===== src/rtl/sfbp_pkg.sv =====
// shared types, widths and constants of the sorted file bin packer
package sfbp_pkg;

	localparam int MAX_FILES = 64;
	localparam int IDX_W     = $clog2(MAX_FILES);
	localparam int CNT_W     = $clog2(MAX_FILES + 1);

	localparam int SIZE_W    = 40;
	localparam int COST_W    = SIZE_W + 1;
	localparam int TOT_W     = 48;
	localparam int SLOT_W    = 6;
	localparam int GRP_W     = 6;
	localparam int MINF_W    = 7;
	localparam int CFG_IDX_W = 2;

	localparam int QDEPTH    = 4;
	localparam int QPTR_W    = $clog2(QDEPTH);

	localparam logic [CFG_IDX_W-1:0] CFG_TARGET_SIZE = 2'd0;
	localparam logic [CFG_IDX_W-1:0] CFG_OPEN_COST   = 2'd1;
	localparam logic [CFG_IDX_W-1:0] CFG_MIN_FILES   = 2'd2;

	localparam logic [SIZE_W-1:0] TARGET_SIZE_RST = 40'd134217728;
	localparam logic [SIZE_W-1:0] OPEN_COST_RST   = 40'd4194304;
	localparam logic [MINF_W-1:0] MIN_FILES_RST   = 7'd5;

	typedef struct packed {
		logic [SIZE_W-1:0] target_size;
		logic [SIZE_W-1:0] open_cost;
		logic [MINF_W-1:0] min_files;
	} cfg_t;

	// classified item passed from front to back
	typedef struct packed {
		logic [SIZE_W-1:0] size;
		logic [SLOT_W-1:0] slot;
		logic              store;
		logic              last;
		logic              overflow;
	} cmd_t;

	typedef struct packed {
		logic [SIZE_W-1:0] size;
		logic [SLOT_W-1:0] slot;
	} entry_t;

	typedef struct packed {
		logic [SLOT_W-1:0] file_slot;
		logic [GRP_W-1:0]  group_number;
		logic              group_end;
		logic              run_end;
		logic              no_groups;
		logic              too_many;
	} res_t;

endpackage


===== src/rtl/sfbp_front.sv =====
// front part: accepts items, numbers stored files and flags dropped ones
module sfbp_front import sfbp_pkg::*; (
	input  logic              clk,
	input  logic              arst_n,
	input  logic              push,
	output logic              full,
	input  logic [SIZE_W-1:0] file_bytes,
	input  logic              last_file,
	input  logic              q_full,
	output logic              q_push,
	output cmd_t              q_cmd
);

	logic [CNT_W-1:0] cnt_q;
	logic             ovf_q;
	logic             accept;
	logic             store;

	assign full   = q_full;
	assign accept = push && !q_full;
	assign store  = (cnt_q < CNT_W'(MAX_FILES));

	// dropped files that do not end the set never reach the back part
	assign q_push = accept && (store || last_file);

	always_comb begin
		q_cmd.size     = file_bytes;
		q_cmd.slot     = SLOT_W'(cnt_q);
		q_cmd.store    = store;
		q_cmd.last     = last_file;
		q_cmd.overflow = ovf_q || !store;
	end

	always_ff @(posedge clk or negedge arst_n) begin
		if (!arst_n) begin
			cnt_q <= '0;
			ovf_q <= 1'b0;
		end else if (accept) begin
			if (last_file) begin
				cnt_q <= '0;
				ovf_q <= 1'b0;
			end else if (store) begin
				cnt_q <= CNT_W'(cnt_q + CNT_W'(1));
			end else begin
				ovf_q <= 1'b1;
			end
		end
	end

endmodule


===== src/rtl/sfbp_cmd_queue.sv =====
// short queue of classified items between front and back
module sfbp_cmd_queue import sfbp_pkg::*; (
	input  logic clk,
	input  logic arst_n,
	input  logic wr,
	input  cmd_t din,
	output logic full,
	input  logic rd,
	output cmd_t dout,
	output logic empty
);

	cmd_t            mem_q [QDEPTH];
	logic [QPTR_W:0] wptr_q;
	logic [QPTR_W:0] rptr_q;

	assign empty = (wptr_q == rptr_q);
	assign full  = (wptr_q[QPTR_W] != rptr_q[QPTR_W]) &&
	               (wptr_q[QPTR_W-1:0] == rptr_q[QPTR_W-1:0]);
	assign dout  = mem_q[rptr_q[QPTR_W-1:0]];

	always_ff @(posedge clk or negedge arst_n) begin
		if (!arst_n) begin
			wptr_q <= '0;
			rptr_q <= '0;
		end else begin
			if (wr && !full) begin
				wptr_q <= wptr_q + (QPTR_W+1)'(1);
			end
			if (rd && !empty) begin
				rptr_q <= rptr_q + (QPTR_W+1)'(1);
			end
		end
	end

	always_ff @(posedge clk) begin
		if (wr && !full) begin
			mem_q[wptr_q[QPTR_W-1:0]] <= din;
		end
	end

endmodule


===== src/rtl/sfbp_back.sv =====
// back part: insertion sort into the file memory, then two packing passes
module sfbp_back import sfbp_pkg::*; (
	input  logic clk,
	input  logic arst_n,
	input  cfg_t cfg,
	input  logic q_empty,
	output logic q_pop,
	input  cmd_t q_cmd,
	input  logic o_full,
	output logic o_push,
	output res_t o_res
);

	typedef enum logic [2:0] {
		ST_IDLE,
		ST_SHIFT,
		ST_PLACE,
		ST_SCAN1,
		ST_SCAN2,
		ST_MARK
	} state_t;

	localparam logic [CNT_W-1:0] ONE = CNT_W'(1);
	localparam logic [CNT_W-1:0] TWO = CNT_W'(2);

	state_t           state_q;
	cmd_t             cur_q;
	logic [CNT_W-1:0] pos_q;
	logic [CNT_W-1:0] cnt_q;
	logic             ovf_q;
	entry_t           rd_q;
	entry_t           mem_q [MAX_FILES];

	logic [CNT_W-1:0]  rd_idx_q;
	logic              v_s1_q;
	logic              last_s1_q;
	logic [CNT_W-1:0]  idx_s1_q;
	logic              v_s2_q;
	logic              last_s2_q;
	logic [CNT_W-1:0]  idx_s2_q;
	logic [SLOT_W-1:0] slot_s2;
	logic [COST_W-1:0] cost_s2;
	logic [TOT_W-1:0]  total_q;
	logic [CNT_W-1:0]  start_q;
	logic [GRP_W-1:0]  grp_q;
	logic [CNT_W-1:0]  end_q;

	logic              mem_we;
	logic [IDX_W-1:0]  mem_wa;
	entry_t            mem_wd;
	logic              mem_re;
	logic [IDX_W-1:0]  mem_ra;

	logic              scanning;
	logic              adv;
	logic [CNT_W-1:0]  n_scan;
	logic              issue;
	logic [TOT_W-1:0]  tot_sum;
	logic [TOT_W-1:0]  limit;
	logic              close;
	logic [CNT_W-1:0]  start_nxt;
	logic [CNT_W-1:0]  left;
	logic              emit_left;
	logic [CNT_W-1:0]  end_nxt;
	logic              pass1_done;
	logic              pass2_done;
	logic              shift_more;
	entry_t            cur_ent;

	assign q_pop      = (state_q == ST_IDLE) && !q_empty;
	assign cur_ent    = '{size: cur_q.size, slot: cur_q.slot};
	assign shift_more = (rd_q.size > cur_q.size);

	assign scanning   = (state_q == ST_SCAN1) || (state_q == ST_SCAN2);
	assign adv        = !((state_q == ST_SCAN2) && o_full);
	assign n_scan     = (state_q == ST_SCAN1) ? cnt_q : end_q;
	assign issue      = scanning && adv && (rd_idx_q < n_scan);

	// running bin total and the closing rule
	assign tot_sum    = total_q + TOT_W'(cost_s2);
	assign limit      = TOT_W'({cfg.target_size, 1'b0});
	assign close      = (idx_s2_q > start_q) && (tot_sum >= limit);
	assign start_nxt  = (v_s2_q && close) ? CNT_W'(idx_s2_q + ONE) : start_q;

	// leftover bin goes out only if non-empty and large enough
	assign left       = CNT_W'(cnt_q - start_nxt);
	assign emit_left  = (left != '0) && (MINF_W'(left) >= cfg.min_files);
	assign end_nxt    = emit_left ? cnt_q : start_nxt;

	assign pass1_done = (state_q == ST_SCAN1) && v_s2_q && last_s2_q;
	assign pass2_done = (state_q == ST_SCAN2) && v_s2_q && last_s2_q && adv;

	assign o_push = ((state_q == ST_SCAN2) && v_s2_q && !o_full) ||
	                ((state_q == ST_MARK) && !o_full);

	always_comb begin
		if (state_q == ST_MARK) begin
			o_res.file_slot    = '0;
			o_res.group_number = '0;
			o_res.group_end    = 1'b0;
			o_res.run_end      = 1'b1;
			o_res.no_groups    = 1'b1;
		end else begin
			o_res.file_slot    = slot_s2;
			o_res.group_number = grp_q;
			o_res.group_end    = close || last_s2_q;
			o_res.run_end      = last_s2_q;
			o_res.no_groups    = 1'b0;
		end
		o_res.too_many = ovf_q;
	end

	always_comb begin
		mem_we = 1'b0;
		mem_wa = '0;
		mem_wd = cur_ent;
		mem_re = 1'b0;
		mem_ra = '0;
		unique case (state_q)
			ST_IDLE: begin
				if (q_pop && q_cmd.store) begin
					if (cnt_q == '0) begin
						mem_we = 1'b1;
						mem_wd = '{size: q_cmd.size, slot: q_cmd.slot};
					end else begin
						mem_re = 1'b1;
						mem_ra = IDX_W'(cnt_q - ONE);
					end
				end
			end
			ST_SHIFT: begin
				mem_we = 1'b1;
				mem_wa = IDX_W'(pos_q);
				if (shift_more) begin
					mem_wd = rd_q;
					if (pos_q != ONE) begin
						mem_re = 1'b1;
						mem_ra = IDX_W'(pos_q - TWO);
					end
				end
			end
			ST_PLACE: begin
				mem_we = 1'b1;
				mem_wa = IDX_W'(pos_q);
			end
			ST_SCAN1, ST_SCAN2: begin
				mem_re = issue;
				mem_ra = IDX_W'(rd_idx_q);
			end
			ST_MARK: begin
			end
			default: begin
			end
		endcase
	end

	always_ff @(posedge clk) begin
		if (mem_we) begin
			mem_q[mem_wa] <= mem_wd;
		end
		if (mem_re) begin
			rd_q <= mem_q[mem_ra];
		end
	end

	always_ff @(posedge clk) begin
		if (q_pop) begin
			cur_q <= q_cmd;
		end
		if (adv) begin
			cost_s2 <= COST_W'(rd_q.size) + COST_W'(cfg.open_cost);
			slot_s2 <= rd_q.slot;
		end
	end

	always_ff @(posedge clk or negedge arst_n) begin
		if (!arst_n) begin
			state_q   <= ST_IDLE;
			pos_q     <= '0;
			cnt_q     <= '0;
			ovf_q     <= 1'b0;
			rd_idx_q  <= '0;
			v_s1_q    <= 1'b0;
			last_s1_q <= 1'b0;
			idx_s1_q  <= '0;
			v_s2_q    <= 1'b0;
			last_s2_q <= 1'b0;
			idx_s2_q  <= '0;
			total_q   <= '0;
			start_q   <= '0;
			grp_q     <= '0;
			end_q     <= '0;
		end else begin
			unique case (state_q)
				ST_IDLE: begin
					rd_idx_q <= '0;
					v_s1_q   <= 1'b0;
					v_s2_q   <= 1'b0;
					total_q  <= '0;
					start_q  <= '0;
					grp_q    <= '0;
					if (q_pop) begin
						ovf_q <= q_cmd.overflow;
						if (q_cmd.store) begin
							if (cnt_q == '0) begin
								cnt_q <= ONE;
								if (q_cmd.last) begin
									state_q <= ST_SCAN1;
								end
							end else begin
								pos_q   <= cnt_q;
								state_q <= ST_SHIFT;
							end
						end else begin
							state_q <= ST_SCAN1;
						end
					end
				end
				ST_SHIFT: begin
					if (shift_more) begin
						pos_q <= CNT_W'(pos_q - ONE);
						if (pos_q == ONE) begin
							state_q <= ST_PLACE;
						end
					end else begin
						cnt_q   <= CNT_W'(cnt_q + ONE);
						state_q <= cur_q.last ? ST_SCAN1 : ST_IDLE;
					end
				end
				ST_PLACE: begin
					cnt_q   <= CNT_W'(cnt_q + ONE);
					state_q <= cur_q.last ? ST_SCAN1 : ST_IDLE;
				end
				ST_SCAN1, ST_SCAN2: begin
					if (adv) begin
						// first pass over: rerun the same grouping to emit
						if (pass1_done) begin
							end_q    <= end_nxt;
							rd_idx_q <= '0;
							v_s1_q   <= 1'b0;
							v_s2_q   <= 1'b0;
							total_q  <= '0;
							start_q  <= '0;
							grp_q    <= '0;
							state_q  <= (end_nxt != '0) ? ST_SCAN2 : ST_MARK;
						end else begin
							if (issue) begin
								rd_idx_q  <= CNT_W'(rd_idx_q + ONE);
								v_s1_q    <= 1'b1;
								idx_s1_q  <= rd_idx_q;
								last_s1_q <= (CNT_W'(rd_idx_q + ONE) == n_scan);
							end else begin
								v_s1_q <= 1'b0;
							end
							v_s2_q    <= v_s1_q;
							idx_s2_q  <= idx_s1_q;
							last_s2_q <= last_s1_q;
							if (v_s2_q) begin
								total_q <= close ? '0 : tot_sum;
								start_q <= start_nxt;
								if ((state_q == ST_SCAN2) && (close || last_s2_q)) begin
									grp_q <= GRP_W'(grp_q + GRP_W'(1));
								end
							end
							if (pass2_done) begin
								cnt_q   <= '0;
								state_q <= ST_IDLE;
							end
						end
					end
				end
				ST_MARK: begin
					if (!o_full) begin
						cnt_q   <= '0;
						state_q <= ST_IDLE;
					end
				end
				default: begin
					state_q <= ST_IDLE;
				end
			endcase
		end
	end

endmodule


===== src/rtl/sfbp_res_queue.sv =====
// result queue in front of the output ports
module sfbp_res_queue import sfbp_pkg::*; (
	input  logic clk,
	input  logic arst_n,
	input  logic wr,
	input  res_t din,
	output logic full,
	input  logic rd,
	output res_t dout,
	output logic empty
);

	res_t            mem_q [QDEPTH];
	logic [QPTR_W:0] wptr_q;
	logic [QPTR_W:0] rptr_q;

	assign empty = (wptr_q == rptr_q);
	assign full  = (wptr_q[QPTR_W] != rptr_q[QPTR_W]) &&
	               (wptr_q[QPTR_W-1:0] == rptr_q[QPTR_W-1:0]);
	assign dout  = mem_q[rptr_q[QPTR_W-1:0]];

	always_ff @(posedge clk or negedge arst_n) begin
		if (!arst_n) begin
			wptr_q <= '0;
			rptr_q <= '0;
		end else begin
			if (wr && !full) begin
				wptr_q <= wptr_q + (QPTR_W+1)'(1);
			end
			if (rd && !empty) begin
				rptr_q <= rptr_q + (QPTR_W+1)'(1);
			end
		end
	end

	always_ff @(posedge clk) begin
		if (wr && !full) begin
			mem_q[wptr_q[QPTR_W-1:0]] <= din;
		end
	end

endmodule


===== src/rtl/sorted_file_bin_packer.sv =====
// top level of the sorted file bin packer: config registers and the two parts
//
// input side is a queue: an item (file_bytes, last_file) goes in at a rising edge with
// push high and full low. files are kept sorted by size, ties in arrival order;
// the item with last_file high closes the set and starts packing.
// result side is a queue too: while empty is low the oldest result sits on file_slot,
// group_number, group_end, run_end, no_groups and too_many; pop takes it.
// loading: a four-deep queue takes items at one per cycle while it is not full; the sorter
// then places each file by an insertion that walks down the file memory one entry a cycle,
// past the k held files larger than it (the first file of a set needs no walk).
// packing: a first pass over the n sorted files, then a second pass over the m grouped
// files that pushes one result per cycle while the result queue is not full; a set with
// no group yields one marker item instead.
// a stalled receiver fills the result queue and then freezes the packing pass;
// the front keeps taking items until its queue is full.
// files beyond 64 in a set are dropped and too_many is set on that set's results.
// reset clears all control state; the file memory is never cleared, only written
// entries are read. config writes (cfg_we, cfg_idx, cfg_data) are registered.
module sorted_file_bin_packer import sfbp_pkg::*; (
	input  logic                 clk,
	input  logic                 arst_n,
	// configuration write port
	input  logic                 cfg_we,
	input  logic [CFG_IDX_W-1:0] cfg_idx,
	input  logic [SIZE_W-1:0]    cfg_data,
	// input item channel
	input  logic                 push,
	output logic                 full,
	input  logic [SIZE_W-1:0]    file_bytes,
	input  logic                 last_file,
	// result item channel
	output logic                 empty,
	input  logic                 pop,
	output logic [SLOT_W-1:0]    file_slot,
	output logic [GRP_W-1:0]     group_number,
	output logic                 group_end,
	output logic                 run_end,
	output logic                 no_groups,
	output logic                 too_many
);

	cfg_t cfg_q;

	// front to back queue
	logic cq_push;
	cmd_t cq_din;
	logic cq_full;
	logic cq_pop;
	cmd_t cq_dout;
	logic cq_empty;

	// back to result queue
	logic rq_push;
	res_t rq_din;
	logic rq_full;
	res_t rq_dout;

	// config registers, index beyond the list is ignored
	always_ff @(posedge clk or negedge arst_n) begin
		if (!arst_n) begin
			cfg_q.target_size <= TARGET_SIZE_RST;
			cfg_q.open_cost   <= OPEN_COST_RST;
			cfg_q.min_files   <= MIN_FILES_RST;
		end else if (cfg_we) begin
			unique case (cfg_idx)
				CFG_TARGET_SIZE: cfg_q.target_size <= cfg_data;
				CFG_OPEN_COST:   cfg_q.open_cost   <= cfg_data;
				CFG_MIN_FILES:   cfg_q.min_files   <= MINF_W'(cfg_data);
				default: begin
				end
			endcase
		end
	end

	// classify and number incoming files
	sfbp_front u_front (
		.clk        (clk),
		.arst_n     (arst_n),
		.push       (push),
		.full       (full),
		.file_bytes (file_bytes),
		.last_file  (last_file),
		.q_full     (cq_full),
		.q_push     (cq_push),
		.q_cmd      (cq_din)
	);

	sfbp_cmd_queue u_cmd_queue (
		.clk    (clk),
		.arst_n (arst_n),
		.wr     (cq_push),
		.din    (cq_din),
		.full   (cq_full),
		.rd     (cq_pop),
		.dout   (cq_dout),
		.empty  (cq_empty)
	);

	// sort and pack
	sfbp_back u_back (
		.clk     (clk),
		.arst_n  (arst_n),
		.cfg     (cfg_q),
		.q_empty (cq_empty),
		.q_pop   (cq_pop),
		.q_cmd   (cq_dout),
		.o_full  (rq_full),
		.o_push  (rq_push),
		.o_res   (rq_din)
	);

	sfbp_res_queue u_res_queue (
		.clk    (clk),
		.arst_n (arst_n),
		.wr     (rq_push),
		.din    (rq_din),
		.full   (rq_full),
		.rd     (pop),
		.dout   (rq_dout),
		.empty  (empty)
	);

	// result fields out to their own ports
	assign file_slot    = rq_dout.file_slot;
	assign group_number = rq_dout.group_number;
	assign group_end    = rq_dout.group_end;
	assign run_end      = rq_dout.run_end;
	assign no_groups    = rq_dout.no_groups;
	assign too_many     = rq_dout.too_many;

endmodule


===== config.mk =====
export PLATFORM = sky130hd
export DESIGN_NAME = sorted_file_bin_packer
export DESIGN_NICKNAME = d
export VERILOG_FILES = /design/src/rtl/sfbp_pkg.sv /design/src/rtl/sfbp_front.sv /design/src/rtl/sfbp_cmd_queue.sv /design/src/rtl/sfbp_back.sv /design/src/rtl/sfbp_res_queue.sv /design/src/rtl/sorted_file_bin_packer.sv
export SDC_FILE = /design/constraint.sdc
export NUM_CORES = 2
export LEC_CHECK = 0
export BUFFER_PORTS_ARGS = -buffer_cell sky130_fd_sc_hd__buf_2
export CORE_MARGIN = 1.5
export CORE_UTILIZATION = 57
export DETAILED_ROUTE_END_ITERATION = 8
export PLACE_DENSITY_LB_ADDON = 0.25
export SYNTH_ARGS = -nofsm -noshare
export SYNTH_HDL_FRONTEND = slang
export SYNTH_HIERARCHICAL = 1
export SYNTH_SLANG_ARGS = --single-unit

===== constraint.sdc =====
create_clock -name clk -period 8.9 [get_ports clk]
set_input_delay 1.78 -clock clk [delete_from_list [all_inputs] [get_ports clk]]
set_output_delay 1.78 -clock clk [all_outputs]
set_load 0.02 [all_outputs]

==> metrics.txt <==
cell area power density 409 mW/mm²; per-cell routed wire length 29.1 µm; final clock skew 0.0566 ns; number of design rule violations left after detail routing 0; Routed WL 397,000 µm; Period Utilization, post-route 97.7%; compound-cell area share of the yosys netlist 7.11%; cts hold-fix bufs 0; final design instance area without fill 0.164 mm²; library cells used by synthesis 101; vias in the first global route 85.8k; cell type with the highest aggregate area in the netlist edfxtp_1; die outline height 510 µm; source-to-sink clock delay at the later pin of the worst-skew pair 1.00 ns; remaining antenna violation count after routing 0; H-Tree Level Count 5; worst rel slew slack 11.0%; Post-Route Hold Slack 0.480 ns; growth of design area from synthesis to finish 12.1%; Port Buffer Count 105; DPL Wire Length 234,000 µm; DP Worst Slack -0.301 ns; antenna violations before repair 43; sequential area share after synthesis 72.4%; multiplexer fraction of the synthesized cell area 7.08%; Clock Path Buffers 4; clock buffers created by TritonCTS 367; highest attainable clock frequency 115 MHz; critical path class register to register; largest voltage drop on the vdd net 0.000341 V; Warnings, synthesis 6; Mapped Nets 10.1k; average footprint of a synthesized cell 15.0 µm²; cell area after synthesis 0.146 mm²; largest cells by area after synthesis edfxtp_1 69%, mux4_2 4.9%, nand2_1 4.3%; leakage power 57.7 nW; Worst Max-Slew Pin Slew 1.32 ns; CP Max Fanout 8; Total Routing Usage GR 30.5%; run status finished clean; post-detailed-placement cell area 0.152 mm²; Vias per Instance 6.45; TritonCTS clock tree yes; weighted congestion at the end of routability-driven global placement 0.907; DR pass1 iterations 6; standard cell core area 0.255 mm²; nets 10.3k; top cell types by occurrence after synthesis 3,344 x edfxtp_1, 1,686 x nand2_1, 687 x a21oi_1, 436 x clkbuf_1, 320 x o21ai_0; cell with the largest stage delay on the worst path or4_4; share of the synthesized area in the top cell type 68.7%; register bit count reported by yosys 3,562; Reg clk slew, reported paths 0.07 ns; Setup TNS Final 0 ns; r2r setup slk 0.20 ns; post-synthesis share of cell area spent on xor and xnor gates 0.755%; Cell Rows 185; post-synthesis cell count 9,759; adder-cell area share of the yosys netlist 1.79%; Main synth FF type edfxtp_1; GR Overflow Total 0; Max stage delay on crit path 0.52 ns; startpoint types register; io pins 106; main combinational cell family by area after synthesis simple AND/OR/NAND/NOR gates; first-pass GRT wire length 576,000 µm; total power of the final layout 67.2 mW; via total after detailed routing 88.1k; die width 510 µm; setup repair after global routing missed its margin true; proportion of synthesized flip-flops having asynchronous set or reset 6.12%; Simple-Gate Fraction of Synth Area 8.61%; fraction of layout instances using a drive strength above 1 15.5%; Hold Fails Final Rpt 0; total count of max-transition violations in the final report 0; max-cap violation count 0; final worst setup slack 0.201 ns; Post-synth EDFFs 3,344; starting utilization of the core area 57.4%; Root Buffer Master clkbuf_16; clock sink count 3,562; Worst Setup End Kind register; most common cell in the synthesized netlist edfxtp_1; iteration-0 DRC count of the detailed router 11.9k; post-route minimum period 8.70 ns; data required time of the critical path 9.72 ns; maximum number of pins on one net before global-route repair 202; final setup violating endpoints 0; worst hold-check path type register to register; data arrival at the endpoint of the critical path 9.52 ns; Die Area 0.260 mm²
state kept, by name, summed over array words and instances, names as in the netlist, 7 cells and up:
| name | cells |
|---|---|
| u_back/pos_q | 7 |
| u_back/end_q | 7 |
| u_front/cnt_q | 7 |
| u_back/idx_s1_q | 7 |
| u_cmd_queue/mem_q | 196 |
| u_back/start_q | 7 |
| u_back/cur_ent | 46 |
| u_back/cnt_q | 7 |
| u_back/mem_q | 2944 |
| u_res_queue/mem_q | 64 |
| u_back/rd_q | 46 |
| cfg_q | 87 |
| u_back/idx_s2_q | 7 |
| u_back/cost_s2 | 41 |
| u_back/rd_idx_q | 7 |
| u_back/total_q | 48 |
kinds of logic (layout without fill, tap and decap cells):
| group | after synthesis | in the layout |
|---|---|---|
| XOR/XNOR | 121 | 121 |
| other | 0 | 12 |
| AND/OR/NAND/NOR | 2769 | 2769 |
| flip-flops | 3562 | 3562 |
| buffers and inverters | 792 | 1326 |
| AO/OA/AOI/OAI | 1686 | 1686 |
| multiplexers | 621 | 621 |
| adder cells (fa/ha/maj) | 208 | 208 |
metrics by stage:
step / std cells / util, %
detailed placement: 13000 / 59.8
CTS: 13700 / 64.3
global placement: 13000 / 59.8
global route: 13700 / 64.4
finish: 13700 / 64.4
floorplan: 9759 / -
power breakdown:
group	switching [mW]	total, mW	internal, mW	leakage, nW
clock network	6.26	14.7	8.44	5.54
logic	19.2	27.5	8.33	19.2
registers	0.779	24.9	24.2	33.0
cells in the final DEF, fill, tap and decap left out, types with 26 or more instances in the layout:
cell type,n
nand4_1,38
a222oi_1,43
nand2b_1,26
nor2b_1,104
a22oi_1,95
o21ai_0,312
and4_1,89
bufinv_16,27
nand3_1,263
nor4_1,51
dfrtp_1,212
a221oi_1,61
nand2_1,1681
nor3_1,44
mux4_2,316
nor2_4,70
a31oi_1,98
buf_2,104
a21oi_1,675
clkbuf_1,65
buf_4,348
clkinv_1,109
clkbuf_16,373
a22o_1,41
mux2i_1,205
buf_12,34
o21a_1,26
ha_1,203
xor2_1,39
a21o_1,61
edfxtp_1,3344
inv_1,168
xnor2_1,74
mux2_2,92
clkinv_2,62
a211oi_1,93
nor2_1,107
and3_1,186
timing repair:
action                     4_1_cts  5_1_grt
setup buffers                    6        8
setup endpoints to repair        8        8
resized for setup               10       37
pin swaps                       11       33
metal layers:
metal  vias to the layer above  wire, µm  track usage [%]
met3                       816     43400             6.32
met4                        20     16400             11.8
met2                      5099    186000             47.8
li1                      37700         -                -
met1                     44500    151000             42.3
met5                         -       141                0
area by class of cell:
type | count | area (µm²)
Clock inverter | 202 | 1720
Timing Repair Buffer | 490 | 3860
Sequential cell | 3562 | 106000
Multi-Input combinational cell | 5405 | 38000
Fill cell | 17600 | 90600
Inverter | 195 | 732
Antenna cell | 12 | 30.0
Tap cell | 3366 | 4210
Clock buffer | 439 | 9590
path summary, 6_finish.rpt:
check / from / end / cells past startpoint
hold reg to reg: u_back/idx_s1_q[6] / u_back/idx_s1_q[6] / 2
setup / recovery: u_back/total_q[13] / u_back/end_q[5] / 40
max in group asynchronous: arst_n / u_back/rd_idx_q[1] / 2
setup reg to reg: u_back/total_q[13] / u_back/end_q[5] / 40
min in group asynchronous: arst_n / u_back/total_q[35] / 1
hold / removal: u_back/idx_s1_q[6] / u_back/idx_s1_q[6] / 2
critical path, delay by kind of cell (launching register included):
kind	cells	cell delay, ns
muxes	1	0.23
adders and majority gates	5	1.52
AOI/OAI and AO/OA	15	3.02
and+or+nand+nor	12	2.27
xor gates and xnor gates	1	0.18
buffers and inverters	6	0.93
DFF	1	0.39
(Power assumes the default switching activity.)
